<file path="config.mk">
export PLATFORM = sky130hd
export DESIGN_NAME = i2c_master_random_access_top_flat
export DESIGN_NICKNAME = d
export VERILOG_FILES = /design/src/design/i2cm_pkg.sv /design/src/design/i2cm_if.sv /design/src/design/i2c_master_random_access_top.sv /design/src/design/i2cm_queue.sv /design/src/design/i2cm_engine.sv /design/src/flat_wrapper.sv
export VERILOG_INCLUDE_DIRS = /design/src /design/src/design
export SDC_FILE = /design/constraint.sdc
export NUM_CORES = 1
export LEC_CHECK = 0
export ABC_AREA = 1
export BUFFER_PORTS_ARGS = -buffer_cell sky130_fd_sc_hd__buf_2
export CAP_MARGIN = 20
export CORE_MARGIN = 2
export CORE_UTILIZATION = 65
export CTS_BUF_LIST = sky130_fd_sc_hd__clkbuf_16
export DETAILED_ROUTE_END_ITERATION = 6
export GPL_ROUTABILITY_DRIVEN = 1
export MAX_ROUTING_LAYER = met4
export PLACE_DENSITY = 0.86
export SETUP_SLACK_MARGIN = 0.02
export SKIP_CTS_REPAIR_TIMING = 1
export SYNTH_ARGS = -nofsm -noshare
export SYNTH_HDL_FRONTEND = slang
export SYNTH_SLANG_ARGS = --single-unit
</file>
<file path="constraint.sdc">
create_clock -name clk -period 5.8 [get_ports clk]
set_input_delay 0.29 -clock clk [delete_from_list [all_inputs] [get_ports clk]]
set_output_delay 0.29 -clock clk [all_outputs]
set_load 0.005 [all_outputs]
</file>
<file path="src/design/i2c_master_random_access_top_defines.svh">
// Assertion macros shared by the I2C master engine RTL.
// No dependencies; included by files that carry assertions.
`ifndef I2C_MASTER_RANDOM_ACCESS_TOP_DEFINES_SVH
`define I2C_MASTER_RANDOM_ACCESS_TOP_DEFINES_SVH
// Implication checked on every clock outside reset.
`define I2CM_ASSERT(label, clk, rst_n, prop, msg) \
  label: assert property (@(posedge clk) disable iff (!rst_n) prop) else $error(msg);
// Plain check that also holds during reset.
`define I2CM_ASSERT_ALWAYS(label, clk, prop, msg) \
  label: assert property (@(posedge clk) prop) else $error(msg);
`endif

</file>
<file path="src/design/i2cm_pkg.sv">
// Package for the I2C master engine: phases, stages, ops and the front/back word.
// No dependencies.
`default_nettype none
package i2cm_pkg;
  typedef enum logic [12:0] {
    PH_IDLE     = 13'b0000000000001,
    PH_CHECK    = 13'b0000000000010,
    PH_REC_LOW  = 13'b0000000000100,
    PH_REC_HIGH = 13'b0000000001000,
    PH_START_A  = 13'b0000000010000,
    PH_START_B  = 13'b0000000100000,
    PH_START_C  = 13'b0000001000000,
    PH_SETUP    = 13'b0000010000000,
    PH_HIGH     = 13'b0000100000000,
    PH_HOLD     = 13'b0001000000000,
    PH_STOP_A   = 13'b0010000000000,
    PH_STOP_B   = 13'b0100000000000,
    PH_STOP_C   = 13'b1000000000000
  } phase_t;

  typedef enum logic [1:0] {CMD_READ = 2'd0, CMD_WRITE = 2'd1, CMD_PROBE = 2'd2} cmd_t;
  typedef enum logic [2:0] {
    STG_ADDR_W = 3'd0, STG_OFFSET = 3'd1, STG_ADDR_R = 3'd2, STG_RX = 3'd3, STG_TX = 3'd4
  } stage_t;

  localparam logic [2:0] OP_TICK  = 3'd0;
  localparam logic [2:0] OP_LOAD  = 3'd1;
  localparam logic [2:0] OP_READ  = 3'd2;
  localparam logic [2:0] OP_WRITE = 3'd3;
  localparam logic [2:0] OP_PROBE = 3'd4;

  localparam logic [1:0] ST_OK    = 2'd0;
  localparam logic [1:0] ST_NOACK = 2'd1;
  localparam logic [1:0] ST_STUCK = 2'd2;
  localparam logic [1:0] ST_LONG  = 2'd3;

  localparam logic [3:0] BITS_PER_BYTE = 4'd8;

  // Word passed from the front decoder to the engine
  typedef struct packed {
    logic [2:0] op;
    logic [7:0] slave_address;
    logic [7:0] start_offset;
    logic [7:0] byte_count;
    logic [7:0] write_byte;
    logic       sda_in;
    logic       scl_in;
  } item_t;

  typedef struct packed {
    logic       scl_drive;
    logic       sda_drive;
    logic       busy_res;
    logic       done_res;
    logic [1:0] status;
    logic [7:0] read_byte;
    logic       read_valid;
    logic       read_last;
  } result_t;
endpackage
`default_nettype wire

</file>
<file path="src/design/i2cm_if.sv">
// Valid/ready channel interfaces for the I2C master engine.
// Depends on i2cm_pkg.
`default_nettype none
interface i2cm_in_if;
  logic              valid;
  logic              ready;
  i2cm_pkg::item_t   data;
  modport source (output valid, output data, input ready);
  modport sink (input valid, input data, output ready);
endinterface

interface i2cm_out_if;
  logic              valid;
  logic              ready;
  i2cm_pkg::result_t data;
  modport source (output valid, output data, input ready);
  modport sink (input valid, input data, output ready);
endinterface
`default_nettype wire

</file>
<file path="src/design/i2c_master_random_access_top.sv">
// A word's result goes through the queue stage, then into the engine's output register.
// Throughput: one word per clock while the output is not stalled; each tick advances one
// bus phase in the engine, which holds the only loop-carried state.
// Reset (rst_n, synchronous, low): engine idle, buffer empty, recovery off, recovery count 9.
// Buffer contents are undefined until loaded.
`default_nettype none
module i2c_master_random_access_top #(
  parameter int BUFFER_DEPTH = 16
) (
  input  wire logic       clk,
  input  wire logic       rst_n,
  i2cm_in_if.sink         in_ch,
  i2cm_out_if.source      out_ch,
  input  wire logic       cfg_we,
  input  wire logic       cfg_index,
  input  wire logic [3:0] cfg_wdata
);
  import i2cm_pkg::*;
  logic       rec_en_r;
  logic [3:0] rec_clocks_r;
  logic       q_full, q_empty, pop;
  item_t      head;

  // configuration registers
  always_ff @(posedge clk) begin
    if (!rst_n) begin
      rec_en_r <= 1'b0; rec_clocks_r <= 4'd9;
    end else if (cfg_we) begin
      if (cfg_index == 1'b0) rec_en_r <= cfg_wdata[0];
      else rec_clocks_r <= cfg_wdata;
    end
  end

  assign in_ch.ready = !q_full;

  i2cm_queue u_queue (
    .clk, .rst_n, .push(in_ch.valid && !q_full), .push_data(in_ch.data), .full(q_full),
    .pop, .head, .empty(q_empty)
  );

  i2cm_engine #(.BUFFER_DEPTH(BUFFER_DEPTH)) u_engine (
    .clk, .rst_n, .rec_en(rec_en_r), .rec_clocks(rec_clocks_r),
    .item_valid(!q_empty), .item(head), .item_pop(pop),
    .res_valid(out_ch.valid), .res(out_ch.data), .res_ready(out_ch.ready)
  );
endmodule
`default_nettype wire

</file>
<file path="src/design/i2cm_queue.sv">
// Two-entry queue between the front input stage and the engine.
// Depends on i2cm_pkg.
`default_nettype none
module i2cm_queue (
  input  wire logic            clk,
  input  wire logic            rst_n,
  input  wire logic            push,
  input  wire i2cm_pkg::item_t push_data,
  output logic                 full,
  input  wire logic            pop,
  output i2cm_pkg::item_t      head,
  output logic                 empty
);
  import i2cm_pkg::*;
  item_t      mem_r [2];
  logic       wp_r, rp_r;
  logic [1:0] cnt_r;

  assign full  = cnt_r[1];
  assign empty = (cnt_r == 2'd0);
  assign head  = mem_r[rp_r];

  // storage
  always_ff @(posedge clk) begin
    if (push) mem_r[wp_r] <= push_data;
  end

  // pointers
  always_ff @(posedge clk) begin
    if (!rst_n) begin
      wp_r <= 1'b0; rp_r <= 1'b0; cnt_r <= 2'd0;
    end else begin
      if (push) wp_r <= ~wp_r;
      if (pop) rp_r <= ~rp_r;
      cnt_r <= cnt_r + {1'b0, push} - {1'b0, pop};
    end
  end
endmodule
`default_nettype wire

</file>
<file path="src/design/i2cm_engine.sv">
// Bus sequencer of the I2C master: at most one bus phase per word, result in an output register.
// Depends on i2cm_pkg and the defines header.
`default_nettype none
`include "i2c_master_random_access_top_defines.svh"
module i2cm_engine #(
  parameter int BUFFER_DEPTH = 16
) (
  input  wire logic              clk,
  input  wire logic              rst_n,
  input  wire logic              rec_en,
  input  wire logic [3:0]        rec_clocks,
  input  wire logic              item_valid,
  input  wire i2cm_pkg::item_t   item,
  output logic                   item_pop,
  output logic                   res_valid,
  output i2cm_pkg::result_t      res,
  input  wire logic              res_ready
);
  import i2cm_pkg::*;
  localparam int IW = (BUFFER_DEPTH > 1) ? $clog2(BUFFER_DEPTH) : 1;
  localparam int FW = $clog2(BUFFER_DEPTH + 1);
  localparam logic [FW-1:0] DEPTH_F = FW'(BUFFER_DEPTH);

  phase_t      ph_r, ph_nxt;
  stage_t      stg_r, stg_nxt;
  cmd_t        cmd_r, cmd_nxt;
  logic [3:0]  bc_r, bc_nxt, rc_r, rc_nxt;
  logic [7:0]  sh_r, sh_nxt, rem_r, rem_nxt, addr_r, addr_nxt, offs_r, offs_nxt;
  logic [FW-1:0] fill_r, fill_nxt;
  logic [8:0]  wi_r, wi_nxt;
  logic        pend_r, pend_nxt;
  logic [7:0]  wbuf [BUFFER_DEPTH];
  logic        res_valid_r;
  result_t     res_r, r;
  logic        slot, take;

  assign take = item_valid && (!res_valid_r || res_ready);
  assign item_pop = take;
  assign res_valid = res_valid_r;
  assign res = res_r;

  // level on SDA for the current data or acknowledge slot
  always_comb begin
    if (stg_r == STG_RX) slot = (bc_r < BITS_PER_BYTE) ? 1'b1 : (rem_r <= 8'd1);
    else slot = (bc_r < BITS_PER_BYTE) ? sh_r[7] : 1'b1;
  end

  // next state and result
  always_comb begin
    ph_nxt = ph_r; stg_nxt = stg_r; cmd_nxt = cmd_r; bc_nxt = bc_r; rc_nxt = rc_r;
    sh_nxt = sh_r; rem_nxt = rem_r; addr_nxt = addr_r; offs_nxt = offs_r;
    fill_nxt = fill_r; wi_nxt = wi_r; pend_nxt = pend_r;
    r = '0;
    r.scl_drive = 1'b1; r.sda_drive = 1'b1;
    case (ph_r)
      PH_REC_LOW: r.scl_drive = 1'b0;
      PH_START_B: r.sda_drive = 1'b0;
      PH_START_C: begin r.scl_drive = 1'b0; r.sda_drive = 1'b0; end
      PH_SETUP, PH_HOLD: begin r.scl_drive = 1'b0; r.sda_drive = slot; end
      PH_HIGH: r.sda_drive = slot;
      PH_STOP_A: begin r.scl_drive = 1'b0; r.sda_drive = 1'b0; end
      PH_STOP_B: r.sda_drive = 1'b0;
      default: ;
    endcase
    if (ph_r == PH_IDLE) begin
      case (item.op)
        OP_LOAD: if (fill_r < DEPTH_F) fill_nxt = fill_r + 1'b1;
        OP_READ, OP_WRITE, OP_PROBE: begin
          cmd_nxt = (item.op == OP_READ) ? CMD_READ :
                    (item.op == OP_WRITE) ? CMD_WRITE : CMD_PROBE;
          if (item.op == OP_WRITE && {1'b0, item.byte_count} > 9'(fill_r)) begin
            fill_nxt = '0; r.done_res = 1'b1; r.status = ST_LONG;
          end else begin
            addr_nxt = {item.slave_address[7:1], 1'b0};
            offs_nxt = item.start_offset;
            sh_nxt = {item.slave_address[7:1], 1'b0};
            bc_nxt = '0; stg_nxt = STG_ADDR_W; wi_nxt = '0; pend_nxt = 1'b0;
            if (item.op == OP_READ)
              rem_nxt = (item.byte_count == 8'd0) ? 8'd1 : item.byte_count;
            else if (item.op == OP_WRITE) rem_nxt = item.byte_count;
            else rem_nxt = 8'd0;
            ph_nxt = rec_en ? PH_CHECK : PH_START_A;
          end
        end
        default: ;
      endcase
    end else if (item.op == OP_TICK) begin
      case (ph_r)
        PH_CHECK:
          if (item.scl_in && item.sda_in) ph_nxt = PH_START_A;
          else if (item.scl_in && rec_clocks != 4'd0) begin
            rc_nxt = rec_clocks; ph_nxt = PH_REC_LOW;
          end else begin
            if (item.scl_in) rc_nxt = rec_clocks;
            ph_nxt = PH_IDLE; r.done_res = 1'b1; r.status = ST_STUCK;
            if (cmd_r == CMD_WRITE) fill_nxt = '0;
          end
        PH_REC_LOW: ph_nxt = PH_REC_HIGH;
        PH_REC_HIGH:
          if (item.sda_in) ph_nxt = PH_START_A;
          else begin
            rc_nxt = rc_r - 4'd1;
            if (rc_nxt == 4'd0) begin
              ph_nxt = PH_IDLE; r.done_res = 1'b1; r.status = ST_STUCK;
              if (cmd_r == CMD_WRITE) fill_nxt = '0;
            end else ph_nxt = PH_REC_LOW;
          end
        PH_START_A: ph_nxt = PH_START_B;
        PH_START_B: ph_nxt = PH_START_C;
        PH_START_C: begin bc_nxt = '0; ph_nxt = PH_SETUP; end
        PH_SETUP: ph_nxt = PH_HIGH;
        PH_HIGH: begin
          if (stg_r == STG_RX && bc_r < BITS_PER_BYTE) begin
            sh_nxt = {sh_r[6:0], item.sda_in};
            if (bc_r == 4'd7) begin
              r.read_valid = 1'b1; r.read_byte = sh_nxt; r.read_last = (rem_r <= 8'd1);
            end
          end else if (stg_r != STG_RX && bc_r >= BITS_PER_BYTE && item.sda_in)
            pend_nxt = 1'b1;
          ph_nxt = PH_HOLD;
        end
        PH_HOLD:
          if (bc_r < BITS_PER_BYTE) begin
            if (stg_r != STG_RX) sh_nxt = {sh_r[6:0], 1'b0};
            bc_nxt = bc_r + 4'd1; ph_nxt = PH_SETUP;
          end else begin
            bc_nxt = '0;
            if (pend_r) ph_nxt = PH_STOP_A;
            else begin
              case (stg_r)
                STG_ADDR_W:
                  if (cmd_r == CMD_PROBE) ph_nxt = PH_STOP_A;
                  else begin stg_nxt = STG_OFFSET; sh_nxt = offs_r; ph_nxt = PH_SETUP; end
                STG_OFFSET:
                  if (cmd_r == CMD_READ) begin
                    stg_nxt = STG_ADDR_R; sh_nxt = addr_r | 8'h01; ph_nxt = PH_START_A;
                  end else begin
                    wi_nxt = '0;
                    if (rem_r == 8'd0) ph_nxt = PH_STOP_A;
                    else begin
                      stg_nxt = STG_TX; sh_nxt = wbuf[0]; ph_nxt = PH_SETUP;
                    end
                  end
                STG_ADDR_R: begin stg_nxt = STG_RX; sh_nxt = '0; ph_nxt = PH_SETUP; end
                STG_RX:
                  if (rem_r <= 8'd1) begin rem_nxt = '0; ph_nxt = PH_STOP_A; end
                  else begin rem_nxt = rem_r - 8'd1; ph_nxt = PH_SETUP; end
                default: begin
                  if (rem_r != 8'd0) rem_nxt = rem_r - 8'd1;
                  wi_nxt = wi_r + 9'd1;
                  if (rem_nxt == 8'd0) ph_nxt = PH_STOP_A;
                  else begin
                    stg_nxt = STG_TX;
                    sh_nxt = (wi_nxt < 9'(BUFFER_DEPTH)) ? wbuf[wi_nxt[IW-1:0]] : 8'd0;
                    ph_nxt = PH_SETUP;
                  end
                end
              endcase
            end
          end
        PH_STOP_A: ph_nxt = PH_STOP_B;
        PH_STOP_B: ph_nxt = PH_STOP_C;
        PH_STOP_C: begin
          ph_nxt = PH_IDLE; r.done_res = 1'b1; r.status = pend_r ? ST_NOACK : ST_OK;
          if (cmd_r == CMD_WRITE) fill_nxt = '0;
        end
        default: ph_nxt = PH_IDLE;
      endcase
    end
    r.busy_res = (ph_nxt != PH_IDLE);
  end

  // write buffer
  always_ff @(posedge clk) begin
    if (take && ph_r == PH_IDLE && item.op == OP_LOAD && fill_r < DEPTH_F)
      wbuf[fill_r[IW-1:0]] <= item.write_byte;
  end

  // state and output register
  always_ff @(posedge clk) begin
    if (!rst_n) begin
      ph_r <= PH_IDLE; stg_r <= STG_ADDR_W; cmd_r <= CMD_READ; bc_r <= '0; rc_r <= '0;
      sh_r <= '0; rem_r <= '0; addr_r <= '0; offs_r <= '0; fill_r <= '0; wi_r <= '0;
      pend_r <= 1'b0; res_valid_r <= 1'b0;
    end else begin
      if (take) begin
        ph_r <= ph_nxt; stg_r <= stg_nxt; cmd_r <= cmd_nxt; bc_r <= bc_nxt; rc_r <= rc_nxt;
        sh_r <= sh_nxt; rem_r <= rem_nxt; addr_r <= addr_nxt; offs_r <= offs_nxt;
        fill_r <= fill_nxt; wi_r <= wi_nxt; pend_r <= pend_nxt;
        res_r <= r;
        res_valid_r <= 1'b1;
      end else if (res_ready) res_valid_r <= 1'b0;
    end
  end

  `I2CM_ASSERT(a_fill_bound, clk, rst_n, fill_r <= DEPTH_F, "buffer fill beyond depth")
  `I2CM_ASSERT(a_done_idle, clk, rst_n, (res_valid_r && res_r.done_res) |-> !res_r.busy_res, "done while busy")
  `I2CM_ASSERT(a_hold_stall, clk, rst_n, (res_valid_r && !res_ready) |=> $stable(res_r), "result changed while stalled")
  `I2CM_ASSERT_ALWAYS(a_phase_onehot, clk, $onehot(ph_r) || !rst_n, "phase not one-hot")
endmodule
`default_nettype wire
</file>
<file path="src/flat_wrapper.sv">
// flat-port wrapper written by rule: the top's interface ports become plain ports
module i2c_master_random_access_top_flat import i2cm_pkg::*;
#(
  parameter int BUFFER_DEPTH = 16
)
  (clk, rst_n, cfg_we, cfg_index, cfg_wdata, in_ch_valid, in_ch_data, in_ch_ready, out_ch_valid, out_ch_data, out_ch_ready);
  i2cm_in_if in_ch_i ();
  i2cm_out_if out_ch_i ();
  input  wire logic clk;
  input  wire logic rst_n;
  input  wire logic cfg_we;
  input  wire logic cfg_index;
  input  wire logic [3:0] cfg_wdata;
  input wire logic [$bits(in_ch_i.valid)-1:0] in_ch_valid;
  input wire logic [$bits(in_ch_i.data)-1:0] in_ch_data;
  output wire logic [$bits(in_ch_i.ready)-1:0] in_ch_ready;
  output wire logic [$bits(out_ch_i.valid)-1:0] out_ch_valid;
  output wire logic [$bits(out_ch_i.data)-1:0] out_ch_data;
  input wire logic [$bits(out_ch_i.ready)-1:0] out_ch_ready;
  assign in_ch_i.valid = in_ch_valid;
  assign in_ch_i.data = in_ch_data;
  assign in_ch_ready = in_ch_i.ready;
  assign out_ch_valid = out_ch_i.valid;
  assign out_ch_data = out_ch_i.data;
  assign out_ch_i.ready = out_ch_ready;
  i2c_master_random_access_top #(.BUFFER_DEPTH(BUFFER_DEPTH)) u_core (.clk(clk), .rst_n(rst_n), .in_ch(in_ch_i), .out_ch(out_ch_i), .cfg_we(cfg_we), .cfg_index(cfg_index), .cfg_wdata(cfg_wdata));
endmodule
</file>
==> flow_summary.ini <==
[clock_tree]
numCtsBuffers = 30
clk_latency_ns = 0.58
cts.clk_slew.worst_paths_ns = 0.06
htree_levels = 1
root_buffer = clkbuf_16
clock-sinks = 299
clockBufferDepth = 3
cts_tree = built

[timing]
tightest_slew_ns = 1.03
setup_viol = 0
relSlewSlack = 0.312
clock_skew_ns = 0.0159
fin_crit_ns = 3.93
min_period_over_period = 0.678
rsz0062_at_grt = no
timing.setup.tns_ns = 0
hold_violations = 1
whs_ns = -0.00825
max_freq_mhz = 254
final-max-slew-violation-count = 0

[drt]
avgViaCountPerCell = 5.91
dr_wl_met3_um = 3270
met1Wirelength_um = 13500
drt-wirelength-per-cell_um = 17.7
met2_length_um = 16200
dr.pass1.iters = 6
antenna_left = 0
drt_wl_total_um = 33800
top_layer = met4
vias = 11300
drc_errors = 0
dr.first_iter.drc_count = 1390

[final_layout]
drive_gt1_frac = 0.112
fill_cells = 1344
multi_input_area_mm2 = 0.00500
layout.nets = 1675
instances_no_fill = 1907
final_util = 0.753
diodes = 0
syn2layout_area_growth_pct = 13.6
final_design_area_no_fill_mm2 = 0.0158
ff_latch_area_mm2 = 0.00815

[logic_synthesis]
syn_inst = 1516
synth_seq_area_share = 0.585
async_reset_ff_frac = 0
synth_edf_count = 216
synth_fp_nets = 1582
ys.flop_type = edfxtp_1
synth_area_mm2 = 0.0139
syn_avg_cell_area_um2 = 9.19
yosys_register_bits = 299
yosysUniqueCellTypes = 58
yosys_warnings = 0

[power_and_ir_drop]
vdd_drop_max_v = 0.000334
power_density_mw_per_mm2 = 412
switchingPower_w = 0.00233
clock_power_share = 0.292
switching_share = 0.356
sequentialPowerShare = 0.414
power.share.combinational = 0.293
p_int_w = 0.00420
total_power_w = 0.00653
leakagePower_nw = 6.36

[grt]
grt_pass1_vias = 10100
grt_pass1_wl_um = 50200
antenna_found_initial = 0
track_usage = 0.291
grt_max_degree = 69
overflow = 0

[status]
violations = negative hold slack
status = finished, violations left

[place]
placed_area_mm2 = 0.0145
port_buffers = 63
placed_cells = 1812
place_hpwl_um = 20700
gp_congestion = 0.920

[critical_path]
cp-end-kind = register
crit_arrival_ns = 4.37
worstPathRequired_ns = 6.24
worst-path-max-fanout = 40
path_class = register to register
cp-start-kind = register

[die]
coreArea_mm2 = 0.0210
ioPinCount = 65
rows = 53
fp.dieH_um = 150
fp.dieW_um = 150
die-area_mm2 = 0.0226
initial_core_util = 0.663

[worst_hold_path]
min_path_type = primary input to register

[job]
drv_cap = 0
[synthesized netlist by cell type (8+ instances only)]
library cell,n,area share
nor2_1,145,0.039
o21ai_1,9,0.0032
a21oi_1,62,0.022
a211oi_2,8,0.0072
inv_2,8,0.0022
o21ai_0,83,0.030
edfxtp_1,216,0.47
o22ai_1,10,0.0045
nand3_1,139,0.050
buf_2,9,0.0032
a211oi_1,10,0.0054
clkbuf_1,30,0.0081
nand4_1,19,0.0085
nand2_1,402,0.11
nor3_1,22,0.0079
inv_1,140,0.038
nand2_2,10,0.0045
dfxtp_1,83,0.12
ha_1,19,0.017
[power groups by stage]
| stage | Clock (W) | Sequential, W | Combinational (W) |
|---|---|---|---|
| 2_1_floorplan | 0 | 0.00272 | 0.00136 |
| 3_3_place_gp | 0 | 0.00273 | 0.00176 |
| 3_5_place_dp | 0 | 0.00274 | 0.00182 |
| 4_1_cts | 0.00189 | 0.00270 | 0.00183 |
| 5_1_grt | 0.00200 | 0.00272 | 0.00211 |
| 6_report | 0.00191 | 0.00270 | 0.00192 |
[worst max-delay path, stage by stage (launching register included)]
cell	delay [ns]
dfxtp_1	0.32
buf_4	0.37
inv_2	0.33
or2_2	0.36
o21ai_0	0.17
inv_1	0.09
ha_1	0.33
a21oi_1	0.14
o21ai_0	0.10
nand3_1	0.08
nand2_1	0.08
nand3_2	0.13
nand2_2	0.10
a21oi_4	0.27
nand2_2	0.42
o21ai_0	0.40
a21oi_1	0.09
[cells in the final DEF, fill, tap and decap left out, types with 4 or more instances in the layout]
master and count:
nand2_1 402, edfxtp_1 216, inv_1 144, nor2_1 143, nand3_1 139, o21ai_0 83
dfxtp_1 82, buf_2 63, a21oi_1 62, dlygate4sd3_1 39, clkbuf_16 30, nor3_1 22
nand4_1 19, ha_1 19, clkinv_1 13, nand2_2 10, o22ai_1 10, a211oi_1 10
o21ai_1 9, buf_4 9, inv_2 8, a211oi_2 8, o211ai_1 7, or2_2 6
nor2_2 5, nor2_4 4, xor2_1 4, a31o_2 4
[kinds of logic after synthesis]
logic type,Yosys count,share of synthesized area
AO/OA/AOI/OAI,217,0.0938
XOR/XNOR,7,0.00440
adder cells (fa/ha/maj),19,0.0171
buffers and inverters,204,0.0579
flip-flops,299,0.585
multiplexers,1,0.000718
AND/OR/NAND/NOR,769,0.241
[state kept, by name, summed over array words and instances (netlist names), 8 cells and up, named ones only]
signal                  count
u_core.u_engine.sh_r        8
u_core.u_engine.wi_r        9
u_core.u_engine.offs_r      8
u_core.u_engine.rem_r       8
u_core.u_queue.mem_r       72
u_core.u_engine.wbuf      128
u_core.u_engine.res        16
u_core.u_engine.ph_r       13
[stage by stage]
| stage | hold slack, ns | setup WS (ns) |
|---|---|---|
| 2_1_floorplan | 0.389 | 3.17 |
| 3_3_place_gp | 0.434 | 2.19 |
| 3_5_place_dp | 0.448 | 2.06 |
| 4_1_cts | -0.110 | 1.99 |
| 5_1_grt | 0.00171 | 1.57 |
| 6_report | -0.00825 | 1.87 |
[worst paths after layout]
| path | start | to | slack [ns] | cells after the start |
|---|---|---|---|---|
| worst min-delay path | cfg_wdata[1] | u_core.rec_clocks_r[1]$_SDFFE_PN0P_ | -0.008 | 3 |
| worst max register to register | register | u_core.u_engine.addr_r[5]$_SDFFE_PN0P_ | 1.87 | 16 |
| worst min register to register | u_core.u_queue.cnt_r[1]$_SDFF_PN0_ | u_core.u_queue.cnt_r[1]$_SDFF_PN0_ | 0.46 | 1 |
| worst max-delay path | register | u_core.u_engine.addr_r[5]$_SDFFE_PN0P_ | 1.87 | 16 |
[per-layer routing]
layer  GRT usage  up-vias
li1            -     5305
met1       0.398     5284
met2       0.459      596
met3      0.0424       92
met4      0.0887        0
met5           -        -
[layout make-up]
cell class                      instances  share of cell area
Sequential cell                       299               0.515
Multi-Input combinational cell       1013               0.316
Timing Repair Buffer                  112              0.0501
Clock buffer                           30              0.0474
Inverter                              153              0.0365
Tap cell                              275              0.0217
Clock inverter                         25              0.0139
Note: power is estimated with default switching activity, not from simulation.
